===== src/hw/rtl/char_lcd_nibble_sequencer_unit_defines.svh =====
// Assertion macros used by the character LCD sequencer RTL
`ifndef CHAR_LCD_NIBBLE_SEQUENCER_UNIT_DEFINES_SVH
`define CHAR_LCD_NIBBLE_SEQUENCER_UNIT_DEFINES_SVH

// same-cycle implication, checked outside reset
`define CLCD_ASSERT_IMPL(label, clk, rst_n, ante, cons) \
    label: assert property (@(posedge clk) disable iff (!(rst_n)) (ante) |-> (cons)) \
        else $error("clcd assertion failed");

// next-cycle implication, checked outside reset
`define CLCD_ASSERT_NEXT(label, clk, rst_n, ante, cons) \
    label: assert property (@(posedge clk) disable iff (!(rst_n)) (ante) |=> (cons)) \
        else $error("clcd assertion failed");

`endif


===== src/hw/rtl/clcd_pkg.sv =====
// Types, constants and sequence tables for the character LCD sequencer
`timescale 1ns / 1ps
package clcd_pkg;

    localparam int MODE_W    = 3;
    localparam int BYTE_W    = 8;
    localparam int NIB_W     = 4;
    localparam int HOLD_W    = 16;
    localparam int CFG_IDX_W = 3;
    localparam int PC_W      = 4;
    localparam int SUB_W     = 3;
    localparam int QDEPTH    = 2;
    localparam int QPTR_W    = 1;
    localparam int QCNT_W    = 2;

    // request modes
    localparam logic [MODE_W-1:0] MODE_CMD   = 3'd0;
    localparam logic [MODE_W-1:0] MODE_DATA  = 3'd1;
    localparam logic [MODE_W-1:0] MODE_NIB   = 3'd2;
    localparam logic [MODE_W-1:0] MODE_CLEAR = 3'd3;
    localparam logic [MODE_W-1:0] MODE_INIT  = 3'd4;

    // configuration register indexes
    localparam logic [CFG_IDX_W-1:0] CFG_PULSE_HOLD  = 3'd0;
    localparam logic [CFG_IDX_W-1:0] CFG_POWER_UP    = 3'd1;
    localparam logic [CFG_IDX_W-1:0] CFG_INIT_LONG   = 3'd2;
    localparam logic [CFG_IDX_W-1:0] CFG_INIT_SHORT  = 3'd3;
    localparam logic [CFG_IDX_W-1:0] CFG_CLEAR_WAIT  = 3'd4;

    localparam logic [HOLD_W-1:0] RST_PULSE_HOLD = 16'd5;
    localparam logic [HOLD_W-1:0] RST_POWER_UP   = 16'd40000;
    localparam logic [HOLD_W-1:0] RST_INIT_LONG  = 16'd5000;
    localparam logic [HOLD_W-1:0] RST_INIT_SHORT = 16'd120;
    localparam logic [HOLD_W-1:0] RST_CLEAR_WAIT = 16'd1000;

    // LCD command bytes and init nibbles
    localparam logic [BYTE_W-1:0] LCD_FUNC_SET    = 8'h28;
    localparam logic [BYTE_W-1:0] LCD_DISPLAY_OFF = 8'h08;
    localparam logic [BYTE_W-1:0] LCD_DISPLAY_ON  = 8'h0C;
    localparam logic [BYTE_W-1:0] LCD_ENTRY_MODE  = 8'h06;
    localparam logic [BYTE_W-1:0] LCD_CLEAR       = 8'h01;
    localparam logic [BYTE_W-1:0] INIT_WAKE_NIB   = 8'h03;
    localparam logic [BYTE_W-1:0] INIT_4BIT_NIB   = 8'h02;

    localparam logic [SUB_W-1:0] SUB_LAST_BYTE = 3'd4;
    localparam logic [SUB_W-1:0] SUB_LAST_NIB  = 3'd1;
    localparam logic [SUB_W-1:0] SUB_LAST_WAIT = 3'd0;

    typedef enum logic [2:0] {
        KIND_CMD,
        KIND_DATA,
        KIND_NIB,
        KIND_CLEAR,
        KIND_INIT
    } t_kind;

    typedef struct packed {
        t_kind             kind;
        logic [BYTE_W-1:0] value;
    } t_job;

    typedef struct packed {
        logic [HOLD_W-1:0] pulse_hold_us;
        logic [HOLD_W-1:0] power_up_wait_us;
        logic [HOLD_W-1:0] init_long_wait_us;
        logic [HOLD_W-1:0] init_short_wait_us;
        logic [HOLD_W-1:0] clear_wait_us;
    } t_cfg;

    typedef enum logic [2:0] {
        OP_BYTE,
        OP_NIB,
        OP_POWER,
        OP_WAIT_LONG,
        OP_WAIT_SHORT,
        OP_WAIT_CLEAR
    } t_op;

    // one step of a job program; tail marks the final step
    typedef struct packed {
        t_op               op;
        logic [BYTE_W-1:0] value;
        logic              rs;
        logic              tail;
    } t_macro;

    typedef struct packed {
        logic [NIB_W-1:0]  data_nibble;
        logic              reg_select;
        logic              enable;
        logic [HOLD_W-1:0] hold_us;
        logic              last;
    } t_pin;

    function automatic t_macro mk(t_op op, logic [BYTE_W-1:0] value, logic rs, logic tail);
        t_macro m;
        m.op    = op;
        m.value = value;
        m.rs    = rs;
        m.tail  = tail;
        return m;
    endfunction

    // program step pc of a job
    function automatic t_macro macro_at(t_kind kind, logic [PC_W-1:0] pc,
                                        logic [BYTE_W-1:0] value);
        t_macro m;
        m = mk(OP_WAIT_CLEAR, '0, 1'b0, 1'b1);
        unique case (kind)
            KIND_CMD:   m = mk(OP_BYTE, value, 1'b0, 1'b1);
            KIND_DATA:  m = mk(OP_BYTE, value, 1'b1, 1'b1);
            KIND_NIB:   m = mk(OP_NIB, {4'h0, value[NIB_W-1:0]}, 1'b0, 1'b1);
            KIND_CLEAR: begin
                if (pc == '0) m = mk(OP_BYTE, LCD_CLEAR, 1'b0, 1'b0);
                else          m = mk(OP_WAIT_CLEAR, '0, 1'b0, 1'b1);
            end
            KIND_INIT: begin
                unique case (pc)
                    4'd0:    m = mk(OP_POWER, '0, 1'b0, 1'b0);
                    4'd1:    m = mk(OP_NIB, INIT_WAKE_NIB, 1'b0, 1'b0);
                    4'd2:    m = mk(OP_WAIT_LONG, '0, 1'b0, 1'b0);
                    4'd3:    m = mk(OP_NIB, INIT_WAKE_NIB, 1'b0, 1'b0);
                    4'd4:    m = mk(OP_WAIT_SHORT, '0, 1'b0, 1'b0);
                    4'd5:    m = mk(OP_NIB, INIT_WAKE_NIB, 1'b0, 1'b0);
                    4'd6:    m = mk(OP_NIB, INIT_4BIT_NIB, 1'b0, 1'b0);
                    4'd7:    m = mk(OP_BYTE, LCD_FUNC_SET, 1'b0, 1'b0);
                    4'd8:    m = mk(OP_BYTE, LCD_DISPLAY_OFF, 1'b0, 1'b0);
                    4'd9:    m = mk(OP_BYTE, LCD_DISPLAY_ON, 1'b0, 1'b0);
                    4'd10:   m = mk(OP_BYTE, LCD_ENTRY_MODE, 1'b0, 1'b0);
                    4'd11:   m = mk(OP_BYTE, LCD_CLEAR, 1'b0, 1'b0);
                    default: m = mk(OP_WAIT_CLEAR, '0, 1'b0, 1'b1);
                endcase
            end
            default: m = mk(OP_WAIT_CLEAR, '0, 1'b0, 1'b1);
        endcase
        return m;
    endfunction

    function automatic logic [SUB_W-1:0] sub_last(t_op op);
        logic [SUB_W-1:0] s;
        unique case (op)
            OP_BYTE: s = SUB_LAST_BYTE;
            OP_NIB:  s = SUB_LAST_NIB;
            default: s = SUB_LAST_WAIT;
        endcase
        return s;
    endfunction

endpackage


===== src/hw/rtl/clcd_req_if.sv =====
// Request channel: mode and byte value with valid/ready
`timescale 1ns / 1ps
interface clcd_req_if;
    import clcd_pkg::*;

    logic                valid;
    logic                ready;
    logic [MODE_W-1:0]   mode;
    logic [BYTE_W-1:0]   byte_value;

    modport source (output valid, output mode, output byte_value, input ready);
    modport sink   (input valid, input mode, input byte_value, output ready);
endinterface


===== src/hw/rtl/clcd_pin_if.sv =====
// Pin state channel: LCD pin levels and hold time with valid/ready
`timescale 1ns / 1ps
interface clcd_pin_if;
    import clcd_pkg::*;

    logic                valid;
    logic                ready;
    logic [NIB_W-1:0]    data_nibble;
    logic                reg_select;
    logic                enable;
    logic [HOLD_W-1:0]   hold_us;
    logic                last;

    modport source (output valid, output data_nibble, output reg_select, output enable,
                    output hold_us, output last, input ready);
    modport sink   (input valid, input data_nibble, input reg_select, input enable,
                    input hold_us, input last, output ready);
endinterface


===== src/hw/rtl/clcd_front.sv =====
// Request front end: accepts requests, classifies the mode, drops unused modes
`timescale 1ns / 1ps
module clcd_front (
    clcd_req_if.sink        i_req,
    input  logic            i_q_full,
    output logic            o_push,
    output clcd_pkg::t_job  o_job
);
    import clcd_pkg::*;

    logic w_known;
    t_kind w_kind;

    always_comb begin
        w_known = 1'b1;
        w_kind  = KIND_CMD;
        unique case (i_req.mode)
            MODE_CMD:   w_kind = KIND_CMD;
            MODE_DATA:  w_kind = KIND_DATA;
            MODE_NIB:   w_kind = KIND_NIB;
            MODE_CLEAR: w_kind = KIND_CLEAR;
            MODE_INIT:  w_kind = KIND_INIT;
            default:    w_known = 1'b0;
        endcase
    end

    assign i_req.ready = !i_q_full;
    // unused modes complete their transfer but leave no job
    assign o_push      = i_req.valid && !i_q_full && w_known;
    assign o_job.kind  = w_kind;
    assign o_job.value = i_req.byte_value;

endmodule


===== src/hw/rtl/clcd_fifo.sv =====
// Two-entry job queue between front end and sequencer
`timescale 1ns / 1ps
module clcd_fifo (
    input  logic            i_clk,
    input  logic            i_rst_n,
    input  logic            i_push,
    input  clcd_pkg::t_job  i_job,
    input  logic            i_pop,
    output logic            o_full,
    output logic            o_valid,
    output clcd_pkg::t_job  o_job
);
    import clcd_pkg::*;

    t_job              r_mem [QDEPTH];
    logic [QPTR_W-1:0] r_wptr;
    logic [QPTR_W-1:0] r_rptr;
    logic [QCNT_W-1:0] r_count;
    logic              w_push;
    logic              w_pop;

    assign o_full  = (r_count == QCNT_W'(QDEPTH));
    assign o_valid = (r_count != '0);
    assign o_job   = r_mem[r_rptr];
    assign w_push  = i_push && !o_full;
    assign w_pop   = i_pop && o_valid;

    always_ff @(posedge i_clk) begin
        if (!i_rst_n) begin
            r_wptr  <= '0;
            r_rptr  <= '0;
            r_count <= '0;
        end else begin
            if (w_push) begin
                r_mem[r_wptr] <= i_job;
                r_wptr        <= r_wptr + 1'b1;
            end
            if (w_pop) r_rptr <= r_rptr + 1'b1;
            unique case ({w_push, w_pop})
                2'b10:   r_count <= r_count + 1'b1;
                2'b01:   r_count <= r_count - 1'b1;
                default: r_count <= r_count;
            endcase
        end
    end

endmodule


===== src/hw/rtl/clcd_back.sv =====
// Pin sequencer: walks a job's program and emits one pin state per cycle while running and the output is taken
`timescale 1ns / 1ps
`include "char_lcd_nibble_sequencer_unit_defines.svh"
module clcd_back (
    input  logic            i_clk,
    input  logic            i_rst_n,
    input  clcd_pkg::t_cfg  i_cfg,
    input  logic            i_q_valid,
    input  clcd_pkg::t_job  i_q_job,
    output logic            o_q_pop,
    clcd_pin_if.source      o_pin
);
    import clcd_pkg::*;

    typedef enum logic {ST_IDLE, ST_RUN} t_state;

    t_state            r_state;
    t_kind             r_kind;
    logic [BYTE_W-1:0] r_val;
    logic [PC_W-1:0]   r_pc;
    logic [SUB_W-1:0]  r_sub;
    logic [NIB_W-1:0]  r_nib;
    logic              r_out_valid;
    t_pin              r_out;

    t_macro w_m;
    t_pin   w_pin;
    logic   w_sub_done;
    logic   w_slot_free;

    always_comb begin
        w_m          = macro_at(r_kind, r_pc, r_val);
        w_sub_done   = (r_sub == sub_last(w_m.op));
        w_pin.data_nibble = r_nib;
        w_pin.reg_select  = 1'b0;
        w_pin.enable      = 1'b0;
        w_pin.hold_us     = i_cfg.pulse_hold_us;
        unique case (w_m.op)
            OP_BYTE: begin
                // high nibble set, strobe, low nibble set, strobe, release
                unique case (r_sub)
                    3'd0, 3'd1: w_pin.data_nibble = w_m.value[BYTE_W-1:NIB_W];
                    default:    w_pin.data_nibble = w_m.value[NIB_W-1:0];
                endcase
                w_pin.reg_select = w_m.rs && (r_sub != SUB_LAST_BYTE);
                w_pin.enable     = r_sub[0];
            end
            OP_NIB: begin
                w_pin.data_nibble = w_m.value[NIB_W-1:0];
                w_pin.enable      = (r_sub == '0);
            end
            OP_POWER: begin
                w_pin.data_nibble = '0;
                w_pin.hold_us     = i_cfg.power_up_wait_us;
            end
            OP_WAIT_LONG:  w_pin.hold_us = i_cfg.init_long_wait_us;
            OP_WAIT_SHORT: w_pin.hold_us = i_cfg.init_short_wait_us;
            default:       w_pin.hold_us = i_cfg.clear_wait_us;
        endcase
        w_pin.last = w_sub_done && w_m.tail;
    end

    assign w_slot_free = !r_out_valid || o_pin.ready;
    assign o_q_pop     = (r_state == ST_IDLE) && i_q_valid;

    always_ff @(posedge i_clk) begin
        if (!i_rst_n) begin
            r_state     <= ST_IDLE;
            r_out_valid <= 1'b0;
        end else begin
            // a new state fills the slot, otherwise a pending one stays until taken
            r_out_valid <= ((r_state == ST_RUN) && w_slot_free) ||
                           (r_out_valid && !o_pin.ready);
            unique case (r_state)
                ST_IDLE: begin
                    if (i_q_valid) begin
                        r_kind  <= i_q_job.kind;
                        r_val   <= i_q_job.value;
                        r_pc    <= '0;
                        r_sub   <= '0;
                        r_nib   <= '0;
                        r_state <= ST_RUN;
                    end
                end
                ST_RUN: begin
                    if (w_slot_free) begin
                        r_out       <= w_pin;
                        r_nib       <= w_pin.data_nibble;
                        if (w_sub_done) begin
                            r_sub <= '0;
                            r_pc  <= r_pc + 1'b1;
                        end else begin
                            r_sub <= r_sub + 1'b1;
                        end
                        if (w_pin.last) r_state <= ST_IDLE;
                    end
                end
                default: r_state <= ST_IDLE;
            endcase
        end
    end

    assign o_pin.valid       = r_out_valid;
    assign o_pin.data_nibble = r_out.data_nibble;
    assign o_pin.reg_select  = r_out.reg_select;
    assign o_pin.enable      = r_out.enable;
    assign o_pin.hold_us     = r_out.hold_us;
    assign o_pin.last        = r_out.last;

    // a strobe phase always carries the pulse hold
    `CLCD_ASSERT_IMPL(a_strobe_hold, i_clk, i_rst_n, r_out_valid && r_out.enable, r_out.hold_us == i_cfg.pulse_hold_us)
    // a fetched job starts running at once
    `CLCD_ASSERT_NEXT(a_pop_runs, i_clk, i_rst_n, o_q_pop, r_state == ST_RUN)
    // phase counter never passes the byte's release phase
    `CLCD_ASSERT_IMPL(a_sub_range, i_clk, i_rst_n, r_state == ST_RUN, r_sub <= SUB_LAST_BYTE)

endmodule


===== src/hw/rtl/char_lcd_nibble_sequencer_unit.sv =====
// Top level of the character LCD 4-bit bus sequencer
`timescale 1ns / 1ps
// Turns each request into the run of LCD pin states (nibble, select, enable,
// hold time) that carries it out. The sequencer emits one pin state per cycle
// when the output is taken every cycle, and returns to idle between runs to
// fetch the next job from its two-entry queue. Requests with an unused mode
// (5 to 7) are taken and produce nothing. Timing registers are written through
// the plain write port; the user must write them only while no run is pending,
// as the block does not enforce this. Writes to indexes above 4 are ignored.
module char_lcd_nibble_sequencer_unit (
    input  logic                              i_clk,
    input  logic                              i_rst_n,
    input  logic                              i_cfg_we,
    input  logic [clcd_pkg::CFG_IDX_W-1:0]    i_cfg_index,
    input  logic [clcd_pkg::HOLD_W-1:0]       i_cfg_wdata,
    clcd_req_if.sink                          i_req,
    clcd_pin_if.source                        o_pin
);
    import clcd_pkg::*;

    t_cfg r_cfg;
    logic w_push;
    t_job w_push_job;
    logic w_q_full;
    logic w_q_valid;
    t_job w_q_job;
    logic w_q_pop;

    always_ff @(posedge i_clk) begin
        if (!i_rst_n) begin
            r_cfg.pulse_hold_us      <= RST_PULSE_HOLD;
            r_cfg.power_up_wait_us   <= RST_POWER_UP;
            r_cfg.init_long_wait_us  <= RST_INIT_LONG;
            r_cfg.init_short_wait_us <= RST_INIT_SHORT;
            r_cfg.clear_wait_us      <= RST_CLEAR_WAIT;
        end else if (i_cfg_we) begin
            unique case (i_cfg_index)
                CFG_PULSE_HOLD: r_cfg.pulse_hold_us      <= i_cfg_wdata;
                CFG_POWER_UP:   r_cfg.power_up_wait_us   <= i_cfg_wdata;
                CFG_INIT_LONG:  r_cfg.init_long_wait_us  <= i_cfg_wdata;
                CFG_INIT_SHORT: r_cfg.init_short_wait_us <= i_cfg_wdata;
                CFG_CLEAR_WAIT: r_cfg.clear_wait_us      <= i_cfg_wdata;
                default:        r_cfg <= r_cfg;
            endcase
        end
    end

    clcd_front u_front (
        .i_req    (i_req),
        .i_q_full (w_q_full),
        .o_push   (w_push),
        .o_job    (w_push_job)
    );

    clcd_fifo u_fifo (
        .i_clk   (i_clk),
        .i_rst_n (i_rst_n),
        .i_push  (w_push),
        .i_job   (w_push_job),
        .i_pop   (w_q_pop),
        .o_full  (w_q_full),
        .o_valid (w_q_valid),
        .o_job   (w_q_job)
    );

    clcd_back u_back (
        .i_clk     (i_clk),
        .i_rst_n   (i_rst_n),
        .i_cfg     (r_cfg),
        .i_q_valid (w_q_valid),
        .i_q_job   (w_q_job),
        .o_q_pop   (w_q_pop),
        .o_pin     (o_pin)
    );

endmodule

===== src/flat_wrapper.sv =====
// flat-port wrapper written by rule: the top's interface ports become plain ports
module char_lcd_nibble_sequencer_unit_flat import clcd_pkg::*;
  (i_clk, i_rst_n, i_cfg_we, i_cfg_index, i_cfg_wdata, i_req_valid, i_req_mode, i_req_byte_value, i_req_ready, o_pin_valid, o_pin_data_nibble, o_pin_reg_select, o_pin_enable, o_pin_hold_us, o_pin_last, o_pin_ready);
  clcd_req_if i_req_i ();
  clcd_pin_if o_pin_i ();
  input  logic i_clk;
  input  logic i_rst_n;
  input  logic i_cfg_we;
  input  logic [clcd_pkg::CFG_IDX_W-1:0] i_cfg_index;
  input  logic [clcd_pkg::HOLD_W-1:0] i_cfg_wdata;
  input wire logic [$bits(i_req_i.valid)-1:0] i_req_valid;
  input wire logic [$bits(i_req_i.mode)-1:0] i_req_mode;
  input wire logic [$bits(i_req_i.byte_value)-1:0] i_req_byte_value;
  output wire logic [$bits(i_req_i.ready)-1:0] i_req_ready;
  output wire logic [$bits(o_pin_i.valid)-1:0] o_pin_valid;
  output wire logic [$bits(o_pin_i.data_nibble)-1:0] o_pin_data_nibble;
  output wire logic [$bits(o_pin_i.reg_select)-1:0] o_pin_reg_select;
  output wire logic [$bits(o_pin_i.enable)-1:0] o_pin_enable;
  output wire logic [$bits(o_pin_i.hold_us)-1:0] o_pin_hold_us;
  output wire logic [$bits(o_pin_i.last)-1:0] o_pin_last;
  input wire logic [$bits(o_pin_i.ready)-1:0] o_pin_ready;
  assign i_req_i.valid = i_req_valid;
  assign i_req_i.mode = i_req_mode;
  assign i_req_i.byte_value = i_req_byte_value;
  assign i_req_ready = i_req_i.ready;
  assign o_pin_valid = o_pin_i.valid;
  assign o_pin_data_nibble = o_pin_i.data_nibble;
  assign o_pin_reg_select = o_pin_i.reg_select;
  assign o_pin_enable = o_pin_i.enable;
  assign o_pin_hold_us = o_pin_i.hold_us;
  assign o_pin_last = o_pin_i.last;
  assign o_pin_i.ready = o_pin_ready;
  char_lcd_nibble_sequencer_unit u_core (.i_clk(i_clk), .i_rst_n(i_rst_n), .i_cfg_we(i_cfg_we), .i_cfg_index(i_cfg_index), .i_cfg_wdata(i_cfg_wdata), .i_req(i_req_i), .o_pin(o_pin_i));
endmodule

===== config.mk =====
export PLATFORM = sky130hd
export DESIGN_NAME = char_lcd_nibble_sequencer_unit_flat
export DESIGN_NICKNAME = d
export VERILOG_FILES = /design/src/hw/rtl/clcd_pkg.sv /design/src/hw/rtl/clcd_req_if.sv /design/src/hw/rtl/clcd_pin_if.sv /design/src/hw/rtl/clcd_front.sv /design/src/hw/rtl/clcd_fifo.sv /design/src/hw/rtl/clcd_back.sv /design/src/hw/rtl/char_lcd_nibble_sequencer_unit.sv /design/src/flat_wrapper.sv
export VERILOG_INCLUDE_DIRS = /design/src /design/src/hw/rtl
export SDC_FILE = /design/constraint.sdc
export NUM_CORES = 1
export LEC_CHECK = 0
export BUFFER_PORTS_ARGS = -buffer_cell sky130_fd_sc_hd__buf_2
export CAP_MARGIN = 20
export CORE_ASPECT_RATIO = 1.5
export CORE_UTILIZATION = 25
export CTS_CLUSTER_SIZE = 28
export DETAILED_ROUTE_END_ITERATION = 10
export GPL_ROUTABILITY_DRIVEN = 0
export PLACE_DENSITY = 0.4
export RECOVER_POWER = 25
export SYNTH_ARGS = -nofsm -noshare
export SYNTH_HDL_FRONTEND = slang
export SYNTH_HIERARCHICAL = 1
export SYNTH_SLANG_ARGS = --single-unit
export TNS_END_PERCENT = 50

===== constraint.sdc =====
create_clock -name i_clk -period 4.67 [get_ports i_clk]
set_input_delay 0.2335 -clock i_clk [delete_from_list [all_inputs] [get_ports i_clk]]
set_output_delay 0.2335 -clock i_clk [all_outputs]
set_load 0.01 [all_outputs]

# == Word level (Yosys, flattened, before mapping) ==
# Memories as Yosys holds them, arrays and structs flattened. A register that Yosys moved wholly into a read port is not among the register bits.
# Cells that the tools add are included.
# classes
n_addsub,6
n_eq_ne,25
muxes,28
n_bitwise,1
reduce_logical,34
# op_table
operator,n
13-bit case mux with 5 select lines,1
16-bit case mux with 4 select lines,1
3-bit by 2-bit == test with 1-bit output (second input constant),8
4-bit two-way mux,6
4-bit case mux with 2 select lines,2
3-bit by 1-bit == test with 1-bit output (second input constant),5
3-bit logical NOT,5
13-bit two-way mux,1
3-bit == test (second input constant),4
3-bit case mux with 2 select lines,2
3-bit case mux with 4 select lines,1
4-bit case mux with 3 select lines,1
2-bit AND reduction,5
1-bit logical AND,9
3-bit two-way mux,3
3-bit AND reduction,3
1-bit two-way mux,7
5-bit OR reduction,1
4-bit by 1-bit adder with 4-bit output (second input constant),1
2-bit == test (second input constant),2
4-bit logical NOT,1
2-bit by 1-bit inequality test with 1-bit output (second input constant),2
1-bit case mux with 2 select lines,2
2-bit case mux with 2 select lines,1
other kinds (14),20
# totals
ff_bits,120
mem_bits_rw,22
rom_bits,144
in_bits,35
out_inout_bits,25
wordCells,114
n_memories,2
# memory_table
name,words,width,rd,rd_clocked_by_memory_dff,write_ports,line,rtl
(no name shown),16,9,1,1,0,clcd_pkg.sv:118,unique case (pc)
u_core.u_fifo.r_mem,2,11,1,1,1,clcd_fifo.sv:15,t_job r_mem [QDEPTH];

# == Logic depth before layout (Yosys ltp) ==
# Gate-level depths: netlist of the first run.
# logic_depth
depth_word,10
mapped_depth,13

# == Cells and area by module ==
# The synthesis of the first run kept the hierarchy.
# by_module_without_submodules
mod,n_inst,cells_each,area_per_inst_um2,seq_area_each_um2
char_lcd_nibble_sequencer_unit,1,297,3146.8,1601.5
clcd_back,1,288,3010.4,1571.5
clcd_fifo,1,60,1034.7,760.7
clcd_front,1,14,98.8,0.0

# == Worst setup path before layout of the first run ==
# OpenSTA, ideal clock, no wires.
# synth_path
path_kind,reg-to-reg
start,register u_core.u_back.r_pc[0]
end,register (tool-made name)
setup_ns,0.117
arrival_ns,2.697
slack_ns,1.856
path_stages_with_launch,12
path_buffers,0
cell_sequence,edfxtp_1 inv_1 ha_1 or3b_4 a31oi_4 mux2i_1 a21oi_2 a311oi_2 inv_2 ha_1 o2bb2ai_1 a22o_1
# synth_rtl
element,line,rtl
from (decl),clcd_back.sv:20,logic [PC_W-1:0] r_pc;
from (signal assigned),clcd_back.sv:91,r_pc <= r_pc + 1'b1;

==> results of run 1 <==
==> kinds of logic (layout without fill, tap and decap cells) <==
kind of cell | after synthesis | after routing | synth area share [%]
simple gates | 258 | 258 | 18.0
flops | 163 | 163 | 54.0
mux | 94 | 94 | 13.1
compound gates | 68 | 68 | 7.67
buf+inv | 60 | 126 | 4.81
fa+ha+maj | 10 | 10 | 1.72
xor+xnor | 6 | 6 | 0.721
==> path summary, 6_finish.rpt <==
kind / start / to / slack [ps]
max: u_core/u_back/r_pc[0]$_DFFE_PN_ / flip-flop / 1280
min reg2reg: u_core/r_cfg[75]$_SDFFE_PN0P_ / u_core/r_cfg[75]$_SDFFE_PN0P_ / 460
max reg2reg: u_core/u_back/r_pc[0]$_DFFE_PN_ / flip-flop / 1280
min: i_cfg_wdata[8] / u_core/r_cfg[8]$_SDFFE_PN1P_ / 90
==> state kept, by name (all words and copies together) (netlist names), named ones only <==
signal / cells
u_core/u_back/o_pin.enable: 1
u_core/u_back/o_pin.valid: 1
u_core/u_back/r_sub: 3
u_core/u_back/o_pin.reg_select: 1
u_core/u_fifo/r_wptr: 1
u_core/u_fifo/r_rptr: 1
u_core/u_back/o_pin.hold_us: 16
u_core/r_cfg: 80
u_core/u_back/r_val: 8
u_core/u_back/r_kind: 3
u_core/u_back/r_state: 1
u_core/u_back/r_nib: 4
u_core/u_back/r_pc: 4
u_core/u_fifo/r_mem: 22
u_core/u_back/o_pin.data_nibble: 4
u_core/u_back/o_pin.last: 1
u_core/u_fifo/r_count: 2
==> timing repair <==
action,in CTS,in global routing
resized for setup,0,0
hold buffers,8,0
endpoints found under the hold margin,16,0
==> final cells by class <==
class	instances	area, sq um	area share (%)
repair buffers	77	409	4.78
clock buffers	19	454	5.31
inverters	17	63.8	0.746
well taps	390	488	5.71
multi-input cells	436	3020	35.3
flip-flops and latches	163	3930	46.0
clock inverters	13	184	2.15
==> Yosys cell counts (3+ instances only) <==
master | number | area share [%]
nand2_1 | 128 | 6.6
dfxtp_1 | 96 | 26
mux2i_1 | 82 | 11
edfxtp_1 | 67 | 28
nor2b_1 | 47 | 4.0
nand3_1 | 22 | 1.5
a222oi_1 | 16 | 2.2
clkbuf_1 | 16 | 0.82
nor2_1 | 15 | 0.77
inv_1 | 14 | 0.72
buf_4 | 12 | 1.2
mux2_2 | 12 | 1.9
ha_1 | 10 | 1.7
a21oi_1 | 9 | 0.62
o21ai_0 | 8 | 0.55
buf_2 | 7 | 0.48
and2_1 | 6 | 0.51
o2bb2ai_1 | 5 | 0.60
xnor2_1 | 5 | 0.60
a22o_1 | 4 | 0.48
nor3_1 | 4 | 0.27
nor4_1 | 4 | 0.34
a31oi_1 | 3 | 0.26
and3_1 | 3 | 0.26
and4bb_1 | 3 | 0.51
buf_12 | 3 | 0.82
buf_6 | 3 | 0.46
inv_2 | 3 | 0.15
nand2b_1 | 3 | 0.26
==> worst register-to-register path: cells and delay by family, from the launching register on <==
kind	cells	cell delay, ps
adders and majority gates	2	390
buffers and inverters	3	570
and+or+nand+nor	2	480
AOI/OAI and AO/OA	5	1410
DFF	1	430
==> layer usage <==
metal | GRT usage, % | up-vias | routed length [microns]
li1 | - | 2435 | -
met1 | 13.2 | 2437 | 7110
met2 | 23.1 | 101 | 9500
met3 | 2.11 | 22 | 479
met4 | 5.30 | 0 | 412
met5 | 0 | - | 0
==> metrics by stage <==
stage               utilization (%)  hold WS [ps]
floorplan                         -           355
global placement               27.4           422
detailed placement             27.4           425
CTS                            29.9          73.2
global route                   29.8          96.7
finish                         29.8          90.1
==> power breakdown <==
group	internal, uW	switching (uW)
clock network	896	615
logic	330	537
registers	1700	140
==> impl_metrics.ini, run 1 <==
[run_status]
outcome = finished, violations left
failed_checks = capacitance limit, slew limit

[clock_network]
numCtsBuffers = 17
cts-htree-levels = 4
ctsLongestPathBuffers = 2
clk_pin_slew_worst_paths_ps = 80
cts_sinks = 163
post-cts-setup-buffers = 0
cts_root_buf = clkbuf_16
cts_tree = done
clock_latency_ps = 430

[sta]
totalNegativeSetupSlack_ps = 0
timing.final.crit_share_pct = 72.7
worst_pin_slew_ps = 2020
slew_violations = 111
fin_worst_skew_ps = 17.2
rsz0062_at_grt = no
slew_headroom_pct = -34.4
period_minus_slack_ps = 3390
finalWorstSetupSlack_ps = 1280
setup_violations = 0
hold_viol_final = 0
fmax_ghz = 0.295

[critical_path]
reg2reg_depth = 12
crit_path_start_kind = flip-flop
critical-path-top-delay-family = compound AO/OA/AOI/OAI gates
cpMostUsedCell = ha_1
crit_type = reg2reg
path_buf_inv = 3
cp_cell_sequence = inv_1 > ha_1 > or3b_4 > a31oi_4 > buf_4 > o21a_1 > nor4_1 > a311oi_2 > inv_2 > ha_1 > o2bb2ai_1 > a22o_1
cp_slowest_cell = a311oi_2
worst-path-max-fanout = 16
cp_slowest_stage_delay_ps = 470
worst-path-stages = 12
crit_required_ps = 4990
endpoint_kind = flip-flop
critPathArrivalTime_ps = 3710

[floorplanning]
io_pins = 60
design.die.area_sq_um = 29900
initial_core_util_pct = 25.4
die_w_microns = 141
die_h_microns = 211
rows = 76
core-area_sq_um = 28700

[route]
wirelength_mm = 17.5
via_count = 4995
drc = 0
wl_per_cell_microns = 15.7
initialDrtViolationCount = 380
ant_nets = 0
routed_via_density = 4.48
drtPass1Iterations = 7

[global_route]
grt_pass1_vias = 4995
grt_pass1_wl_mm = 27.5
antenna_found_initial = 0
grt.overflow.total = 0
grt_use_total_pct = 12.2
grt_start_max_net_pins = 111

[power]
leakagePower_uw = 0.00320
p_per_area_nw_per_um2 = 493
peakVddDrop_mv = 0.239
finalPower_uw = 4220

[finish]
mostFrequentLayoutCell = nand2_1
nFillCells = 3029
antennaDiodeCount = 0
final_cells = 1115
final_cell_mix = nand2_1, dfxtp_1, mux2i_1, edfxtp_1, nor2b_1
synthToLayoutAreaGrowth_pct = 17.3
postLayoutCellArea_sq_um = 8550
drive_gt1_share_pct = 14.3
nets = 757

[yosys]
yosys_warnings = 6
synth.avg_cell_area_sq_um = 11.1
syn_area_sq_um = 7290
synthDistinctLibCells = 66
synth_edf_count = 67
ys_seq_area_share_pct = 54.0
syn-num-nets = 704
synth_seq_cells = 163
synthArstFlopShare_pct = 0
synth_flop_cell = dfxtp_1
netlist_instances = 659

[run]
maxCapViolCount = 1

[placed_design]
place.detailed.hpwl_mm = 11.8
dp_cells = 1075
portBuffers = 59
place_area_sq_um = 7880
place_ws_ps = 1270

[min_path]
worstHoldPathType = in2reg
hold_depth = 3
(Power assumes the default switching activity.)
==> run 2: changes to the inputs <==
Settings changed: PLACE_DENSITY 0.4 to 0.41.
Clock period 4.67 ns to 2.8 ns, I/O delays scaled along.
==> run 2 against run 1 <==
Against the previous run: the flow finishes with violations (capacitance limit, slew limit, setup timing); wire length increased by 4.6%; die area unchanged; global-route usage increased by 0.64 points; fmax increased by 18%; critical path type unchanged.
==> impl_metrics.ini, run 2 (synthesized netlist as in run 1, its figures left out) <==
[run_status]
outcome = finished, violations left
failed_checks = capacitance limit, slew limit, setup timing

[power]
peakVddDrop_mv = 0.400
p_sw_uw = 2200
switching_share_pct = 30.5
p_per_area_nw_per_um2 = 811
finalPower_uw = 7220
p_comb_share_pct = 25.4
p_clk_share_pct = 32.9
leakagePower_uw = 0.00338
seq_power_share_pct = 41.7
power.internal_uw = 5010

[global_route]
grt_use_total_pct = 12.9
grt.overflow.total = 0
grt_pass1_vias = 5403
antenna_found_initial = 0
grt_pass1_wl_mm = 28.8
grt_start_max_net_pins = 112

[sta]
totalNegativeSetupSlack_ps = -168
fmax_ghz = 0.348
finalWorstSetupSlack_ps = -70.6
hold_viol_final = 0
slew_headroom_pct = -31.8
worst_pin_slew_ps = 1980
rsz0062_at_grt = yes
setup_violations = 4
timing.final.crit_share_pct = 103
fin_worst_skew_ps = 10.5
slew_violations = 112
period_minus_slack_ps = 2870

[critical_path]
r2r-start = u_core/u_back/r_pc[0]$_DFFE_PN_
endpoint_kind = flip-flop
worst-path-max-fanout = 4
ff2ff_setup_slack_ps = -70
crit_path_start_kind = flip-flop
critPathArrivalTime_ps = 3180
crit_required_ps = 3110
crit_type = reg2reg
critPathLaunch = u_core/u_back/r_pc[0]$_DFFE_PN_

[floorplanning]
rows = 76
die_w_microns = 141
die_h_microns = 211
initial_core_util_pct = 25.4
core-area_sq_um = 28700
design.die.area_sq_um = 29900
io_pins = 60

[min_path]
worstHoldPathType = in2reg
hold_start = i_cfg_wdata[6]

[finish]
mostFrequentLayoutCell = nand2_1
regMostFlops = u_core/r_cfg
nets = 796
synthToLayoutAreaGrowth_pct = 22.0
final_cell_mix = nand2_1, dfxtp_1, mux2i_1, edfxtp_1, nor2b_1
antennaDiodeCount = 0
nFillCells = 2945
drive_gt1_share_pct = 19.3
largest_register_ff_count = 80

[route]
wl_per_cell_microns = 15.9
routed_via_density = 4.46
drtPass1Iterations = 6
ant_nets = 0
via_count = 5142
wirelength_mm = 18.3
initialDrtViolationCount = 252
drc = 0

[clock_network]
cts_root_buf = clkbuf_16
clk_pin_slew_worst_paths_ps = 70
numCtsBuffers = 17
ctsLongestPathBuffers = 2
cts_tree = done
cts-htree-levels = 4
cts_sinks = 163
clock_latency_ps = 420

[placed_design]
place.detailed.hpwl_mm = 12.3
portBuffers = 59

[run]
maxCapViolCount = 1
run 2: worst max-delay path, cell delays in order, from the launching register on:
cell       delay, ps
edfxtp_1         420
inv_2            110
ha_4             120
or3b_4           400
a31oi_4          270
mux2i_2          320
a21oi_2          130
mux2i_1          140
a22oi_2          240
inv_2            120
ha_4             170
o2bb2ai_1        110
a22o_1           180
run 2: metal layers:
layer / vias up / wire [microns] / global-route usage, %
li1: 2512 / - / -
met1: 2463 / 7550 / 14.0
met2: 135 / 9630 / 23.6
met3: 32 / 625 / 2.95
met4: 0 / 498 / 5.75
met5: - / 0 / 0
run 2: path summary, 6_finish.rpt:
kind                              endpoint  cells after the start
min          u_core/r_cfg[22]$_SDFFE_PN1P_                      3
max                              flip-flop                     12
max reg2reg                      flip-flop                     12
min reg2reg  u_core/r_cfg[77]$_SDFFE_PN0P_                      2
run 2: area by class of cell:
cell class                      count  area (sq um)  share of cell area (%)
Sequential cell                   163          3930                    44.2
Multi-Input combinational cell    436          3080                    34.6
Timing Repair Buffer              116           736                    8.27
Tap cell                          390           488                    5.49
Clock buffer                       21           482                    5.42
Clock inverter                     10           115                    1.29
Inverter                           17          63.8                   0.717
run 2: through the flow:
stage / hold WS, ps / cell area [sq um] / cells / utilization (%) / setup slack (ps)
2_1_floorplan: 262 / 7290 / 659 / - / 4.86
3_3_place_gp: 329 / 8030 / 1095 / 28.0 / -9.98
3_5_place_dp: 333 / 8030 / 1095 / 28.0 / -59.9
4_1_cts: 5.88 / 8850 / 1149 / 30.8 / -21.6
5_1_grt: 26.0 / 8890 / 1153 / 31.0 / -172
6_report: 35.4 / 8890 / 1153 / 31.0 / -70.6
run 2: power by group through the flow:
| stage | Combinational, uW | Clock [uW] | Sequential (uW) |
|---|---|---|---|
| global route | 2020 | 2570 | 3040 |
| global placement | 1650 | 0 | 3050 |
| CTS | 1760 | 2480 | 3010 |
| finish | 1840 | 2370 | 3010 |
| floorplan | 1080 | 0 | 3030 |
| detailed placement | 1690 | 0 | 3060 |
run 2: repair_timing:
action	4_1_cts	5_1_grt
resized for setup	3	11
hold buffers	18	0
setup endpoints to repair	4	8
cloned	0	0
hold endpoints to repair	30	0
pin swaps	5	9
buffers inserted	5	4
